`src/hdl/drm_pkg.sv`:
```
// Shared types and codes for the dirty rectangle merge list.
// No dependencies; imported by the top level and its checker.
package drm_pkg;

  localparam int ScreenMax = 4096;

  typedef enum logic [1:0] {
    KIND_ADD   = 2'd0,
    KIND_READ  = 2'd1,
    KIND_CLEAR = 2'd2,
    KIND_NOP   = 2'd3
  } kind_t;

  typedef enum logic [1:0] {
    STAT_APPENDED = 2'd0,
    STAT_MERGED   = 2'd1,
    STAT_DROPPED  = 2'd2,
    STAT_OVERFLOW = 2'd3
  } status_t;

  localparam logic [3:0] CFG_SCREEN_WIDTH  = 4'd0;
  localparam logic [3:0] CFG_SCREEN_HEIGHT = 4'd1;

  typedef struct packed {
    logic [1:0]         kind;
    logic signed [15:0] req_x;
    logic signed [15:0] req_y;
    logic signed [15:0] req_width;
    logic signed [15:0] req_height;
    logic [3:0]         read_index;
  } drm_in_t;

  typedef struct packed {
    logic [1:0]  status;
    logic        entry_valid;
    logic [11:0] entry_x;
    logic [11:0] entry_y;
    logic [12:0] entry_width;
    logic [12:0] entry_height;
    logic [4:0]  list_length;
  } drm_out_t;

  // One stored rectangle, as held in the list memory.
  typedef struct packed {
    logic [11:0] x;
    logic [11:0] y;
    logic [12:0] w;
    logic [12:0] h;
  } rect_t;

endpackage

```
`src/hdl/dirty_rect_merge_list_top.sv`:
```
// Dirty rectangle merge list: list memory, scan sequencer and result register.
// Depends on drm_pkg.
//
// Usage: the renderer and the compositor issue beats on the in channel
// (valid/ready). kind selects add, read entry or clear; each accepted beat
// yields exactly one result beat on the out channel. Screen width and height
// are written over the cfg channel (index 0 width, index 1 height) while the
// block is idle; values above 4096 saturate.
// The list lives in a single-port-write, one-read synchronous memory. An add
// scans the stored entries twice through the read port, once to look for a
// full-screen entry and once to merge and compact; a full-screen entry ends
// the first pass early and drops the add. An add dropped at the screen edges,
// a clear or an unknown kind goes straight to the result; a read fetches its
// entry through S_RD and S_RDW first. One item is in flight at a time.
// Reset clears the entry count, the result valid flag and the sequencer, and
// loads the screen size with 480 by 320; the memory itself is not cleared.
// Stall: a result waits in the output register until taken; the sequencer
// holds its finished result and takes no new beat until the register frees.
module dirty_rect_merge_list_top
  import drm_pkg::*;
#(
  parameter int MAX_RECTS = 16
) (
  input  logic     clk,
  input  logic     rst,
  input  logic     in_valid,
  output logic     in_ready,
  input  drm_in_t  in_data,
  output logic     out_valid,
  input  logic     out_ready,
  output drm_out_t out_data,
  input  logic     cfg_valid,
  output logic     cfg_ready,
  input  logic [3:0]  cfg_index,
  input  logic [12:0] cfg_data
);

  localparam int AW = (MAX_RECTS > 1) ? $clog2(MAX_RECTS) : 1;
  localparam int CW = $clog2(MAX_RECTS + 1);

  typedef enum logic [6:0] {
    S_IDLE = 7'b0000001,
    S_CHK  = 7'b0000010,
    S_CMP  = 7'b0000100,
    S_FIN  = 7'b0001000,
    S_RD   = 7'b0010000,
    S_RDW  = 7'b0100000,
    S_DONE = 7'b1000000
  } state_t;

  state_t state;

  rect_t mem [MAX_RECTS];
  rect_t rdata;
  logic          we;
  logic [AW-1:0] waddr;
  logic [AW-1:0] raddr;
  rect_t         wdata;

  logic [CW-1:0] count;
  logic [CW-1:0] idx;
  logic [CW-1:0] kept;
  logic [12:0]   sw;
  logic [12:0]   sh;
  logic [3:0]    rd_idx;
  logic          merged;
  drm_out_t      res;

  // clipped request and the growing merged area, as edges
  logic signed [18:0] rx, ry, rx1, ry1;
  logic signed [18:0] ax0, ay0, ax1, ay1;

  // request clipping at acceptance
  logic signed [17:0] qx, qy, qw, qh, cx, cy, cw, ch;
  logic signed [17:0] sw18, sh18;
  logic               early_drop;

  always_comb begin
    qx = {{2{in_data.req_x[15]}}, in_data.req_x};
    qy = {{2{in_data.req_y[15]}}, in_data.req_y};
    qw = {{2{in_data.req_width[15]}}, in_data.req_width};
    qh = {{2{in_data.req_height[15]}}, in_data.req_height};
    sw18 = {5'b0, sw};
    sh18 = {5'b0, sh};
    early_drop = 1'b0;
    if (qx < 0) begin
      cx = '0;
      cw = qw + qx;
    end else begin
      cx = qx;
      cw = qw;
      if (qx >= sw18) early_drop = 1'b1;
    end
    if (qy < 0) begin
      cy = '0;
      ch = qh + qy;
    end else begin
      cy = qy;
      ch = qh;
      if (qy >= sh18) early_drop = 1'b1;
    end
    if (cw <= 0 || ch <= 0) early_drop = 1'b1;
  end

  // stored entry seen by the scan, as edges
  logic signed [18:0] ex, ey, ex1, ey1, sw19, sh19;
  logic               full_screen, overlap;
  logic signed [18:0] aw, ah;

  always_comb begin
    ex   = {7'b0, rdata.x};
    ey   = {7'b0, rdata.y};
    ex1  = ex + {6'b0, rdata.w};
    ey1  = ey + {6'b0, rdata.h};
    sw19 = {6'b0, sw};
    sh19 = {6'b0, sh};
    full_screen = (rdata.x == '0) && (rdata.y == '0) && (rdata.w == sw) && (rdata.h == sh);
    // edges that only touch do not count
    overlap = (ex < rx1) && (rx < ex1) && (ey < ry1) && (ry < ey1);
    aw = (ax1 > sw19) ? (sw19 - ax0) : (ax1 - ax0);
    ah = (ay1 > sh19) ? (sh19 - ay0) : (ay1 - ay0);
  end

  logic slot_free;
  assign slot_free = !out_valid || out_ready;
  assign in_ready  = (state == S_IDLE);
  assign cfg_ready = 1'b1;

  // memory port control
  always_comb begin
    raddr = AW'(idx);
    we    = 1'b0;
    waddr = AW'(kept);
    wdata = rdata;
    case (state)
      S_RD: raddr = AW'(rd_idx);
      S_RDW: raddr = AW'(rd_idx);
      S_CMP: begin
        if (idx != '0 && !overlap) we = 1'b1;
      end
      S_FIN: begin
        we = 1'b1;
        if (kept >= CW'(MAX_RECTS)) begin
          waddr = '0;
          wdata = '{x: '0, y: '0, w: sw, h: sh};
        end else begin
          wdata = '{x: ax0[11:0], y: ay0[11:0], w: aw[12:0], h: ah[12:0]};
        end
      end
      default: ;
    endcase
  end

  always_ff @(posedge clk) begin
    if (we) mem[waddr] <= wdata;
    rdata <= mem[raddr];
  end

  // configuration writes saturate at the largest screen size
  always_ff @(posedge clk) begin
    if (rst) begin
      sw <= 13'd480;
      sh <= 13'd320;
    end else if (cfg_valid && cfg_ready) begin
      if (cfg_index == CFG_SCREEN_WIDTH)
        sw <= (cfg_data > 13'(ScreenMax)) ? 13'(ScreenMax) : cfg_data;
      else if (cfg_index == CFG_SCREEN_HEIGHT)
        sh <= (cfg_data > 13'(ScreenMax)) ? 13'(ScreenMax) : cfg_data;
    end
  end

  always_ff @(posedge clk) begin
    if (rst) begin
      state     <= S_IDLE;
      count     <= '0;
      out_valid <= 1'b0;
    end else begin
      // drop a taken beat unless a new one replaces it below
      if (out_valid && out_ready && state != S_DONE) out_valid <= 1'b0;
      case (state)
        S_IDLE: begin
          if (in_valid) begin
            rd_idx <= in_data.read_index;
            idx    <= '0;
            kept   <= '0;
            merged <= 1'b0;
            rx     <= {1'b0, cx};
            ry     <= {1'b0, cy};
            rx1    <= {1'b0, cx} + {cw[17], cw};
            ry1    <= {1'b0, cy} + {ch[17], ch};
            ax0    <= {1'b0, cx};
            ay0    <= {1'b0, cy};
            ax1    <= {1'b0, cx} + {cw[17], cw};
            ay1    <= {1'b0, cy} + {ch[17], ch};
            case (in_data.kind)
              KIND_ADD: begin
                if (early_drop) begin
                  res   <= '{status: STAT_DROPPED, list_length: 5'(count), default: '0};
                  state <= S_DONE;
                end else begin
                  res   <= '0;
                  state <= S_CHK;
                end
              end
              KIND_READ: begin
                res   <= '0;
                state <= S_RD;
              end
              KIND_CLEAR: begin
                count <= '0;
                res   <= '0;
                state <= S_DONE;
              end
              default: begin
                res   <= '{list_length: 5'(count), default: '0};
                state <= S_DONE;
              end
            endcase
          end
        end
        // look for a full-screen entry before anything is changed
        S_CHK: begin
          if (idx != '0 && full_screen) begin
            res   <= '{status: STAT_DROPPED, list_length: 5'(count), default: '0};
            state <= S_DONE;
          end else if (idx == count) begin
            idx   <= '0;
            state <= S_CMP;
          end else begin
            idx <= idx + 1'b1;
          end
        end
        // fold overlapping entries into the area, compact the rest
        S_CMP: begin
          if (idx != '0) begin
            if (overlap) begin
              merged <= 1'b1;
              if (ex < ax0) ax0 <= ex;
              if (ey < ay0) ay0 <= ey;
              if (ex1 > ax1) ax1 <= ex1;
              if (ey1 > ay1) ay1 <= ey1;
            end else begin
              kept <= kept + 1'b1;
            end
          end
          if (idx == count) state <= S_FIN;
          else idx <= idx + 1'b1;
        end
        S_FIN: begin
          if (kept >= CW'(MAX_RECTS)) begin
            count <= CW'(1);
            res   <= '{status: STAT_OVERFLOW, list_length: 5'd1, default: '0};
          end else begin
            count <= kept + 1'b1;
            res   <= '{status: merged ? STAT_MERGED : STAT_APPENDED,
                       list_length: 5'(kept + 1'b1), default: '0};
          end
          state <= S_DONE;
        end
        S_RD: state <= S_RDW;
        S_RDW: begin
          if (32'(rd_idx) < 32'(count)) begin
            res <= '{entry_valid: 1'b1, entry_x: rdata.x, entry_y: rdata.y,
                     entry_width: rdata.w, entry_height: rdata.h,
                     list_length: 5'(count), default: '0};
          end else begin
            res <= '{list_length: 5'(count), default: '0};
          end
          state <= S_DONE;
        end
        // hold the result until the output register frees
        S_DONE: begin
          if (slot_free) begin
            out_data  <= res;
            out_valid <= 1'b1;
            state     <= S_IDLE;
          end
        end
        default: state <= S_IDLE;
      endcase
    end
  end

endmodule

```
`config.mk`:
```
export PLATFORM = sky130hd
export DESIGN_NAME = dirty_rect_merge_list_top
export DESIGN_NICKNAME = d
export VERILOG_FILES = /design/src/hdl/drm_pkg.sv /design/src/hdl/dirty_rect_merge_list_top.sv
export SDC_FILE = /design/constraint.sdc
export NUM_CORES = 2
export LEC_CHECK = 0
export BUFFER_PORTS_ARGS = -buffer_cell sky130_fd_sc_hd__clkbuf_2
export CAP_MARGIN = 10
export CORE_MARGIN = 5
export CORE_UTILIZATION = 38
export DETAILED_ROUTE_END_ITERATION = 8
export GPL_ROUTABILITY_DRIVEN = 1
export PLACE_DENSITY = 0.53
export SLEW_MARGIN = 20
export SYNTH_ARGS = -nofsm -noshare
export SYNTH_HDL_FRONTEND = slang
export SYNTH_SLANG_ARGS = --single-unit
```
`constraint.sdc`:
```
create_clock -name clk -period 13.3 [get_ports clk]
set_clock_uncertainty 0.15 [all_clocks]
set_input_delay 1.995 -clock clk [delete_from_list [all_inputs] [get_ports clk]]
set_output_delay 1.995 -clock clk [all_outputs]
set_load 0.05 [all_outputs]
```
Yosys cells after proc, flatten, opt, wreduce, memory -nomap -nowiden --
Memory sizes are Yosys's and may differ from the RTL's. A register that Yosys moved wholly into a read port is not among the register bits. Cells that the tools add are included. Widths: inputs -> output; s select.
Word-level totals: RAM bits 800, register bits after elaboration 320, memories kept 1, input port bits 92, output and inout bits 61
Memories:
- mem | words 16, bits a word 50, rd ports 1, clocked after Yosys merged registers in 1, write ports 1, RTL line dirty_rect_merge_list_top.sv:53 | rect_t mem [MAX_RECTS];
Operators by class: reduce and logical (&&, ||, !) cells 40, bitwise logic cells 2, equal/unequal tests 29, $lt $le $gt $ge 19, $add $sub $neg 12, mux-type cells 76
Operator list (count):
- $mux 19 | 16
- $mux 58 | 4
- $pmux 58 s4 | 1
- $pmux 19 s2 | 4
- $pmux 58 s2 | 1
- $mux 50 | 2
- $lt 13x19->1 | 4
- $mux 18 | 4
- $mux 56 | 1
- $sub 13x13->13 | 4
- $mux 5 | 9
- $mux 7 | 6
- $pmux 7 s6 | 1
- $mux 13 | 3
- $add 18x19->19 | 2
- $gt 15x19->1 | 2
- $gt 19x14->1 | 2
- $le 18x1->1 const B | 2
- $lt 18x14->1 | 2
- $add 16x16->17 | 2
- $ge 16x14->1 | 2
- $lt 16x1->1 const B | 2
- $add 12x13->14 | 2
- $eq 13x13->1 | 2
- 42 further kinds | 98

Depth between registers and ports, before layout --
word-level depth 11, mapped depth 23, mapped depth without buffers 22

Worst setup path after synthesis --
OpenSTA, ideal clock, no wires.
path type input to register, from input rst, to register res[0] (netlist bit), enable pin, data required time 12366 ps, buffers on the path 1, stages on the path 2, setup slack 1140 ps, arrival 11225 ps, cell sequence clkbuf_1 -> a2111oi_0
On the way: word-level cells in the longest chain between the ends 2
Ends and longest elaborated chain:
- start, declared | RTL line dirty_rect_merge_list_top.sv:25 | input logic rst,
- $not 1->1 (no source line)
- $reduce_and 4->1 (no source line)
- end signal, assigned | RTL line dirty_rect_merge_list_top.sv:255 | res <= '{status: merged ? STAT_MERGED : STAT_APPENDED,
- end signal, assigned | RTL line dirty_rect_merge_list_top.sv:263 | res <= '{entry_valid: 1'b1, entry_x: rdata.x, entry_y: rdata.y,
- end, declared | RTL line dirty_rect_merge_list_top.sv:67 | drm_out_t res;
No other way between the ends. A chain may end at the register's enable or synchronous reset.

Worst setup path after layout --
from register ey[1] (netlist name), to register ay1[1], enable pin
On the way: word-level cells in the longest chain between the ends 5, elaborated cells between the ends (all ways) 9, classes of those cells 1 x add/sub; 3 x order compare; 2 x eq/ne; 3 x reduce/logical
Ends and longest elaborated chain:
- $add 12x13->14 / $lt 13x19->1 (equally long branches) | RTL line dirty_rect_merge_list_top.sv:114, dirty_rect_merge_list_top.sv:119
- $lt 18x14->1 / $logic_and 1x1->1 (equally long branches) | RTL line dirty_rect_merge_list_top.sv:119 | overlap = (ex < rx1) && (rx < ex1) && (ey < ry1) && (ry < ey1);
- $logic_and 1x1->1 | RTL line dirty_rect_merge_list_top.sv:119
- $ne 2x2->1 (no source line)
- $reduce_and 6->1 (no source line) *
- end signal, assigned | RTL line dirty_rect_merge_list_top.sv:194 | ay1 <= {1'b0, cy} + {ch[17], ch};
- end signal, assigned | RTL line dirty_rect_merge_list_top.sv:241 | if (ey1 > ay1) ay1 <= ey1;
- end, declared | RTL line dirty_rect_merge_list_top.sv:71 | logic signed [18:0] ax0, ay0, ax1, ay1;
Mark *: on every way between the ends. The rest lies on a longest branch, timed or not.

==> results.toml <==
[run_status]
status = "complete, no violations"

[die]
die_h_um = 386
rows = 137
io_pins = 153
die_area_sq_um = 149000
coreArea_sq_um = 140000
die_x_um = 386
initial_core_util_pct = 38.3

[critical_path]
crit_fanout = 19
worstSetupStartpointType = "register"
cp-end-kind = "register"
crit_buf_inv = 0
crit_required_ns = 13.52
rr_worst_depth = 18
worstSetupPathType = "reg2reg"
rr_startpoint = "ey[1]$_DFF_P_"
path_delay_family = "compound AO/OA/AOI/OAI gates"
path_cells = "ha_1 > a21o_1 > a21oi_1 > o21ai_0 > a21oi_1 > o21ai_0 > a211oi_1 > o21bai_1 > a21oi_1 > xor2_1 > ha_1 > and4_1 > a2111oi_0 > o211ai_1 > a31o_2 > or3_1 > o31ai_2 > o31a_1"
slowest_delay_ns = 0.90
cp.depth = 18
critPathMostFrequentCell = "a21oi_1"
cp_slowest_cell = "o31a_1"
r2r_end = "ay1[1]$_DFFE_PP_"
reg2reg_setup_slack_ns = 6.60
arrival_ns = 6.93

[final_layout]
utilization_pct = 44.1
final_nets = 4308
drive_above_1_share_pct = 18.8
n_fill_cell = 12700
syn2layout_area_growth_pct = 15.1
final_common_cell = "edfxtp_1"
stdcell_count = 5934
mostFrequentLayoutCells = "edfxtp_1 (1067), nand2_1 (292), ha_1 (261), mux4_2 (200), inv_1 (185)"

[synthesis]
synth_nets = 4061
ys_seq_elements = 1156
netlist_area_sq_um = 53600
synth_cells = 3700
ys_dominant_reg_cell = "edfxtp_1"
yosysWarningCount = 0
yosysUniqueCellTypes = 94
synthArstFlopShare_pct = 0
synth-edff-count = 1067
synth-seq-area-share_pct = 63.1
synth_area_per_cell_sq_um = 14.5

[grt]
gr-usage-met2_pct = 30.7
grt_pass1_vias = 32300
grt_use_met3_pct = 3.52
antenna_found_initial = 12
grt-ovfl-total = 0
use_met1_pct = 30.1
grt_first_pass_wirelength_mm = 220
grt_usage_pct = 20.3
busiest_layer = "met2"
grt_max_degree = 101

[timing]
max-slew-margin-rel_pct = 25.5
setup_viol = 0
fin_crit_sh_pct = 50.4
finalSetupTns_ns = 0
fin_crit_ns = 6.70
hold_viol_final = 0
slew_violations = 0
worstMarginPinSlew_ns = 1.12
rsz0062_at_grt = "false"
fmax_ghz = 0.149
holdWs_ns = 0.254

[pwr]
p_int_mw = 8.31
p_sw_mw = 4.40
swShare_pct = 34.6
leakagePower_nw = 22.2
ir_drop_v = 0.000136
power_density_nw_per_um2 = 206
finalPower_mw = 12.7
combPwrFrac_pct = 32.2
seq_power_share_pct = 38.8
clkPwrFrac_pct = 28.9

[hold_path]
hold_depth = 0
whs_endpoint = "out_data[15]$_DFFE_PP_"
hp-class = "reg2reg"
hold_start = "res[15]$_DFFE_PP_"

[route]
drt_iter0_drc = 2489
num_vias = 32600
drtPass1Iterations = 5
viasPerCell = 5.50
antenna_left = 0
drt-total-wl_mm = 152
remaining_drc_errors = 0
wl_per_cell_um = 25.6

[clock_network]
htreeDepth = 4
clockBufferDepth = 3
cts.clk_slew.worst_paths_ns = 0.06
cts_sinks = 1156
post_cts_resized = 0
clk_latency_ns = 0.77
numCtsBuffers = 130
cts_tree = "yes"
cts_root_buf = "clkbuf_16"
post-cts-setup-buffers = 0
ctsHoldBuffers = 0

[placed_design]
io_buffers = 151
dpl.cell_count = 5691
gp_congestion = 0.896
hpwl_mm = 101

[flow_run]
maxCapViolations = 0
-- synth_stat cells (all sizes together) (6+ instances only) --
cell,count,area (sq um)
fa,8,160
ha,261,3270
o41ai,7,80.1
dfxtp,89,1780
or3,12,75.1
a211o,12,105
o2111ai,6,52.6
o21a,33,248
a21boi,13,97.6
nand4,18,113
xor2,34,298
o21bai,8,60.1
nor2b,57,357
o311ai,7,68.8
nor4,28,196
buf,34,164
or4,6,48.8
a21o,70,527
nor2,161,604
nand2b,31,194
nand3,39,195
and2,123,769
a31oi,69,432
inv,186,698
and3,16,100
mux2i,24,240
mux4,200,4500
a2111oi,9,78.8
a221oi,8,82.6
nand2,292,1100
nor3,63,327
edfxtp,1067,32000
clkbuf,116,435
xnor2,73,639
mux2,34,387
o31ai,31,238
a21oi,131,674
o211ai,19,148
nor3b,11,97.6
a211oi,71,533
o21ai,144,728
or2,9,56.3
-- power by group through the flow --
stage          sequential, mW  combinational, mW  clock, mW
2_1_floorplan            4.91               2.62          0
3_3_place_gp             4.99               4.05          0
3_5_place_dp             5.00               4.08          0
4_1_cts                  4.93               4.10       3.76
5_1_grt                  4.95               4.51       3.91
6_report                 4.93               4.10       3.68
-- stage by stage --
step	setup WS, ns	instance area (sq um)
2_1_floorplan	1.14	53600
3_3_place_gp	6.85	57200
3_5_place_dp	6.64	57200
4_1_cts	6.58	61700
5_1_grt	6.25	61700
6_report	6.60	61700
-- sequential cells by signal (all words and copies together), names as in the netlist, 19 cells and up --
| signal | count |
|---|---|
| out_data | 58 |
| rdata | 26 |
| res | 58 |
| ry1 | 19 |
| rx1 | 19 |
| ay1 | 19 |
| ax1 | 19 |
| mem | 800 |
-- final cells by class --
type | instances | area [sq um] | area share [%]
repair buffers | 265 | 1660 | 2.69
clock buffers | 157 | 3460 | 5.60
flip-flops and latches | 1156 | 33800 | 54.8
well taps | 1876 | 2350 | 3.80
clock inverters | 80 | 987 | 1.60
diodes | 6 | 15.0 | 0.0243
inverters | 187 | 703 | 1.14
multi-input cells | 2207 | 18700 | 30.3
-- logic make-up after synthesis --
group | count (synthesis) | synth area share [%]
flops | 1156 | 63.1
fa+ha+maj | 270 | 6.41
xor+xnor | 107 | 1.75
other cells | 1 | 0.00699
simple gates | 889 | 8.26
mux | 258 | 9.57
compound gates | 682 | 8.49
buf+inv | 337 | 2.43
-- how the worst max path moves through the flow --
| stage | start | to |
|---|---|---|
| final | ey[1]$_DFF_P_ | ay1[1]$_DFFE_PP_ |
| after global routing | ey[1]$_DFF_P_ | ay1[5]$_DFFE_PP_ |
| after CTS | ey[1]$_DFF_P_ | ax1[15]$_SDFFCE_PP0P_ |
| after detailed placement | ey[1]$_DFF_P_ | ax1[1]$_DFFE_PP_ |
| after global placement | ey[0]$_DFF_P_ | ax1[6]$_DFFE_PP_ |
| after floorplan | rst | res[0]$_DFFE_PP_ |
-- per-layer routing --
| layer | vias up | part of all wire, % | wire, um |
|---|---|---|---|
| li1 | 14800 | - | - |
| met4 | 2 | 2.5 | 3850 |
| met3 | 185 | 6.5 | 9960 |
| met5 | - | 0.0085 | 13 |
| met1 | 16600 | 47 | 70900 |
| met2 | 1019 | 44 | 67400 |
-- worst reg2reg max path: stages, from the launching register on --
cell,delay [ns]
dfxtp_1,0.48
ha_1,0.30
a21o_1,0.16
a21oi_1,0.23
o21ai_0,0.12
a21oi_1,0.21
o21ai_0,0.15
a211oi_1,0.48
o21bai_1,0.11
a21oi_1,0.18
xor2_1,0.28
ha_1,0.31
and4_1,0.21
a2111oi_0,0.45
o211ai_1,0.15
a31o_2,0.27
or3_1,0.38
o31ai_2,0.77
o31a_1,0.90
Note: power is estimated with default switching activity, not from simulation.
